==> src/conv3x3_zero_pad_stream_unit_macros.svh <==
// Assertion helpers included by the stream unit RTL.
`ifndef CONV3X3_ZERO_PAD_STREAM_UNIT_MACROS_SVH
`define CONV3X3_ZERO_PAD_STREAM_UNIT_MACROS_SVH

// Consequent must hold in the same cycle as the antecedent.
`define C3ZP_ASSERT_NOW(lbl, clk, rstn, ante, cons, msg) \
  lbl: assert property (@(posedge clk) disable iff (!rstn) (ante) |-> (cons)) \
    else $error(msg);

// Consequent must hold in the cycle after the antecedent.
`define C3ZP_ASSERT_NEXT(lbl, clk, rstn, ante, cons, msg) \
  lbl: assert property (@(posedge clk) disable iff (!rstn) (ante) |=> (cons)) \
    else $error(msg);

`endif

==> src/c3zp_ram.sv <==
module c3zp_ram #(
  parameter int WIDTH = 32,
  parameter int DEPTH = 8,
  localparam int AddrW = (DEPTH > 1) ? $clog2(DEPTH) : 1
) (
  input  logic             clk,
  input  logic             we,
  input  logic [AddrW-1:0] waddr,
  input  logic [WIDTH-1:0] wdata,
  input  logic             re,
  input  logic [AddrW-1:0] raddr0,
  input  logic [AddrW-1:0] raddr1,
  output logic [WIDTH-1:0] rdata0_r,
  output logic [WIDTH-1:0] rdata1_r
);

  logic [WIDTH-1:0] mem [DEPTH];

  always_ff @(posedge clk) begin
    if (we) begin
      mem[waddr] <= wdata;
    end
    if (re) begin
      rdata0_r <= mem[raddr0];
      rdata1_r <= mem[raddr1];
    end
  end

endmodule

==> config.mk <==
export PLATFORM = sky130hd
export DESIGN_NAME = c3zp_ram
export DESIGN_NICKNAME = d
export VERILOG_FILES = /design/src/conv3x3_zero_pad_stream_unit_macros.svh /design/src/c3zp_ram.sv
export SDC_FILE = /design/constraint.sdc
export NUM_CORES = 1
export LEC_CHECK = 0
export BUFFER_PORTS_ARGS = -buffer_cell sky130_fd_sc_hd__buf_2
export CAP_MARGIN = 0
export CORE_ASPECT_RATIO = 0.8
export CORE_MARGIN = 4
export CORE_UTILIZATION = 45
export CTS_CLUSTER_DIAMETER = 150
export DETAILED_ROUTE_END_ITERATION = 10
export GPL_TIMING_DRIVEN = 0
export HOLD_SLACK_MARGIN = 0.02
export PLACE_DENSITY_LB_ADDON = 0.05
export RECOVER_POWER = 25
export SYNTH_ARGS = -nofsm -noshare
export SYNTH_HDL_FRONTEND = slang
export SYNTH_SLANG_ARGS = --single-unit
==> constraint.sdc <==
create_clock -name clk -period 8.1 [get_ports clk]
set_input_delay 1.62 -clock clk [delete_from_list [all_inputs] [get_ports clk]]
set_output_delay 1.62 -clock clk [all_outputs]
set_load 0.02 [all_outputs]
==> results of run 1 <==
==> sequential cells by signal, summed over array words and instances, names as in the netlist <==
signal / count
mem: 256
rdata0_r: 32
rdata1_r: 32
==> power breakdown <==
group / total, mW / switching, mW / internal, mW
Sequential: 1.93 / 0.0248 / 1.90
Clock: 1.49 / 0.591 / 0.894
Combinational: 0.311 / 0.169 / 0.142
Total: 3.73 / 0.785 / 2.94
==> metrics by stage <==
| step | instances | hold WS [ns] |
|---|---|---|
| 2_1_floorplan | 561 | 0.734 |
| 3_3_place_gp | 1075 | 0.750 |
| 3_5_place_dp | 1090 | 0.766 |
| 4_1_cts | 1151 | 0.776 |
| 5_1_grt | 1151 | 0.786 |
| 6_report | 1151 | 0.776 |
==> layout by cell type (no fill, tap or decap), drive strengths merged <==
cell type and instances:
buf 123, bufinv 2, clkinv 12, mux2 64, nand2 2, nand2b 3
edfxtp 320, nor2 6, mux4 128, nor3 2, clkbuf 76
==> worst max-delay path, cell delays in order <==
cell and delay, ns:
clkbuf_2 0.29, buf_1 0.67, mux4_2 0.43, mux2_2 0.29
==> layout make-up <==
class / count / area, um2 / share of cell area
repair buffers: 116 / 727 / 0.0449
clock buffers: 47 / 963 / 0.0595
well taps: 413 / 517 / 0.0319
plain buffers: 36 / 244 / 0.0151
multi-input cells: 205 / 4020 / 0.248
clock inverters: 14 / 111 / 0.00688
flip-flops and latches: 320 / 9610 / 0.594
==> cells by family (layout without fill, tap and decap cells) <==
group / Yosys count / count (layout) / synth area share
buf+inv: 36 / 213 / 0.0177
flops: 320 / 320 / 0.696
mux: 192 / 192 / 0.283
simple gates: 13 / 13 / 0.00426
==> routing by layer <==
metal	global-route usage	wire length (um)	vias to the layer above	share of wire
met5	0	22	-	0.00069
met4	0.0405	502	4	0.016
met3	0.0357	1620	52	0.051
met2	0.335	16600	198	0.52
met1	0.252	12900	3599	0.41
li1	-	-	2850	-
==> worst paths after layout <==
| kind | end | slack [ns] | cells after the start |
|---|---|---|---|
| setup / recovery | rdata0_r[30] | 5.04 | 4 |
| hold / removal | rdata0_r[29] | 0.78 | 2 |
| hold reg to reg | rdata0_r[29] | 0.78 | 2 |
| setup reg to reg | rdata0_r[17] | 6.63 | 2 |
==> metrics, run 1 <==
Layout Utilization 0.534; clock buffer depth 3; startpoint types primary input; CORE AREA 30300 um2; fin nets 758; syn nets 605; Final Cycle Share 0.378; syn_area_per_cell 24.6 um2; crit path max fanout 10; CP required 8.35 ns; cell row count 57; RSZ-0062 raised after global routing false; Die Span Y 165 um; Syn-to-layout area delta 17.2%; gr usage total 0.190; cell area after layout 16200 um2; first-iteration detailed-routing DRC count 397; Hold WC Path Type register to register; initial core utilization 0.456; YS warnings 0; final setup vio count 0; Hold Crit Start mem[3][29]; Post-synth EDFFs 320; TritonCTS buffer count 35; total die area 33600 um2; PwrDens 230 nW/um2; worst relative slew slack 0.394; cell area after synthesis 13800 um2; DP HPWL 19.8 mm; Final Skew 0.00852 ns; Period minus WS final 3.06 ns; post-synth top area share 0.696; diodes inserted 0; crit path launch raddr0[2]; setup TNS 0 ns; final hold violations 0; I/O pin count 108; asr flop ratio synth 0; clk sinks 320; Yosys reg bits 320; post-cts sizing count 0; max-slew violations 0; CTS tree built; final worst slack 5.04 ns; GPL Wtd Cong 0.698; Hold-fix buffers, CTS 0; Critical Path AT 3.31 ns; Avg WL per Cell 27.5 um; Syn Inst Count 561; ANT nets after route 0; Place WS 4.53 ns; ys flop type edfxtp_1; top cells by area, synth edfxtp_1 (70%), mux4_1 (15%), mux4_2 (7.8%); root buf cell clkbuf_16; worst skew pair latency 0.49 ns; Post-CTS Repair Setup Buffers 0; width of the chip 204 um; total power 3.73 mW; status complete, no violations; fmax 327 MHz; Worst Setup End Kind register; H-Tree Depth 2; Via density 5.82; largest area contributor in the netlist edfxtp_1; synth cell count leaders edfxtp_1 (320), mux4_1 (80), mux2_2 (64), mux4_2 (48), buf_1 (18); LEAKAGE 5.46 nW; R2R Path Start mem[1][17]; I/O Buffers 101; placed cell areas 15100 um2; Vias 6703; vias in the first global route 7143; initial antenna violation count 2; Max IR drop VDD 0.169 mV; max_cap viols 0; DRT Wirelength 31.7 mm; largest net degree at the start of global routing 43; share of cells above drive strength 1 0.366; Layout fillers 2309; sequential cell area fraction in the yosys report 0.696; Post-route DRC 0; critical path class primary input to register; Pre-antenna DRT Iters 5; cell with the most instances after synthesis edfxtp_1; grt ovf 0; count of cell types in the netlist 13; first-pass GRT wire length 46.6 mm; CTS clk-pin slew, worst paths 0.06 ns; Worst Max-Slew Pin Slew 0.910 ns
Power figures use the tool's default switching activity.
==> run 2: changes to the inputs <==
==> constraint.sdc (replaced) <==
create_clock -name clk -period 2.82 [get_ports clk]
set_input_delay 0.564 -clock clk [delete_from_list [all_inputs] [get_ports clk]]
set_output_delay 0.564 -clock clk [all_outputs]
set_load 0.02 [all_outputs]
==> run 2 against run 1 <==
Count of clock-buffer cells in the layout rose by 3. Die area unchanged. Clock power grew to 2.9 times the previous value. Cell count fell by 0.35%. Critical path depth did not move. Clock skew up 0.0076 ns. Sequential power grew to 2.9 times the previous value. Register-to-register slack worse by 5.3 ns. Sequential share of layout area is 0.078 points higher. Combinational power grew to 2.9 times the previous value. Routed wire length shrank 0.93%. Sequential cell count unchanged. Largest cell class unchanged.
==> metrics, run 2 (synthesis results as in run 1) <==
final worst slack 0.851 ns; CORE AREA 30300 um2; initial core utilization 0.456; CTS clk-pin slew, worst paths 0.06 ns; max-slew violations 0; critical path class primary input to register; worst relative slew slack 0.364; max reg flops 256; CP max stage delay 0.64 ns; CTS tree built; PwrDens 664 nW/um2; Max IR drop VDD 0.412 mV; fin cells 1147; leading cell types in the layout, fill and taps excluded edfxtp_1 (320), mux4_1 (80), buf_2 (77); cell row count 57; clock buffer depth 3; RSZ-0062 raised after global routing false; crit path max fanout 10; switching fraction of total power 0.213; status complete, no violations; # placed instances 1086; NetSw 2.29 mW; CP max stage cell buf_1; combinational power share 0.083; Clk pwr share 0.401; grt ovf 0; H-Tree Depth 2; I/O Buffers 101; LEAKAGE 5.44 nW; initial antenna violation count 5; Die Span Y 165 um; final hold violations 0; fin nets 754; total power 10.7 mW; final hold slack 0.352 ns; Post-route DRC 0; vias in the first global route 6983; Place WS 0.289 ns; Pre-antenna DRT Iters 5; max_cap viols 0; Critical Path AT 2.20 ns; GPL Wtd Cong 0.697; Worst Max-Slew Pin Slew 0.953 ns; first-iteration detailed-routing DRC count 347; Post-CTS Repair Setup Buffers 0; clk sinks 320; Flop pwr share 0.516; largest net degree at the start of global routing 65; share of cells above drive strength 1 0.363; first-pass GRT wire length 45.6 mm; Internal Power 8.45 mW; CP cell instances clkbuf_2 -> buf_1 -> mux4_1 -> mux2_2; TritonCTS buffer count 35; DRT Wirelength 31.4 mm; final setup vio count 0; ANT nets after route 0; Hold WC Path Type primary input to register; Via density 5.79; commonest non-fill, non-tap cell in the layout edfxtp_1; biggest regs mem x256, rdata0_r x32, rdata1_r x32; startpoint types primary input; Vias 6640; root buf cell clkbuf_16; gr usage total 0.187; I/O pin count 108; Biggest register mem; Worst Setup End Kind register; CP required 3.06 ns; Final Cycle Share 0.698; post-cts sizing count 0; Hold-fix buffers, CTS 0; Final Skew 0.0161 ns; worst skew pair latency 0.51 ns; width of the chip 204 um; Syn-to-layout area delta 17.0%; fmax 508 MHz; Layout Utilization 0.533; Avg WL per Cell 27.4 um; total die area 33600 um2; Period minus WS final 1.97 ns; DP HPWL 19.7 mm
-- run 2: cell type report --
cell class              instances  area [um2]
fillers                      2307       14100
flip-flops and latches        320        9610
multi-input cells             205        4030
clock buffers                  50         975
repair buffers                112         697
well taps                     413         517
plain buffers                  36         244
clock inverters                10        93.8
diodes                          1        2.50
-- run 2: worst paths after layout --
| check | startpoint | to | slack, ns | depth (start not counted) |
|---|---|---|---|---|
| max | raddr0[2] | rdata0_r[18] | 0.85 | 4 |
| min reg2reg | mem[5][24] | rdata0_r[24] | 0.77 | 2 |
| max reg2reg | mem[1][2] | rdata0_r[2] | 1.31 | 2 |
| min | wdata[9] | mem[7][9] | 0.35 | 1 |
-- run 2: routing by layer --
| metal | vias up | share of wire | track usage |
|---|---|---|---|
| met5 | - | 0.0015 | 0 |
| met4 | 8 | 0.022 | 0.0487 |
| met3 | 63 | 0.042 | 0.0330 |
| met2 | 157 | 0.50 | 0.311 |
| met1 | 3566 | 0.43 | 0.260 |
| li1 | 2846 | - | - |
-- run 2: worst max-delay path, delay by kind of cell --
kind / cells / cell delay [ns]
buffers and inverters: 2 / 0.89
muxes: 2 / 0.75
-- run 2: power by group through the flow --
stage	clock, mW	sequential (mW)	combinational (mW)
floorplan	0	5.72	0.459
global placement	0	5.63	0.879
detailed placement	0	5.64	0.915
CTS	4.40	5.54	0.919
global route	4.59	5.56	0.953
finish	4.31	5.54	0.895
-- run 2: metrics by stage --
step                      setup TNS [ns]  cell area [um2]
after global placement           -370.55            14800
after CTS                              0            16200
final                                  0            16200
after detailed placement               0            15100
after floorplan                        0            13800
after global routing                   0            16200
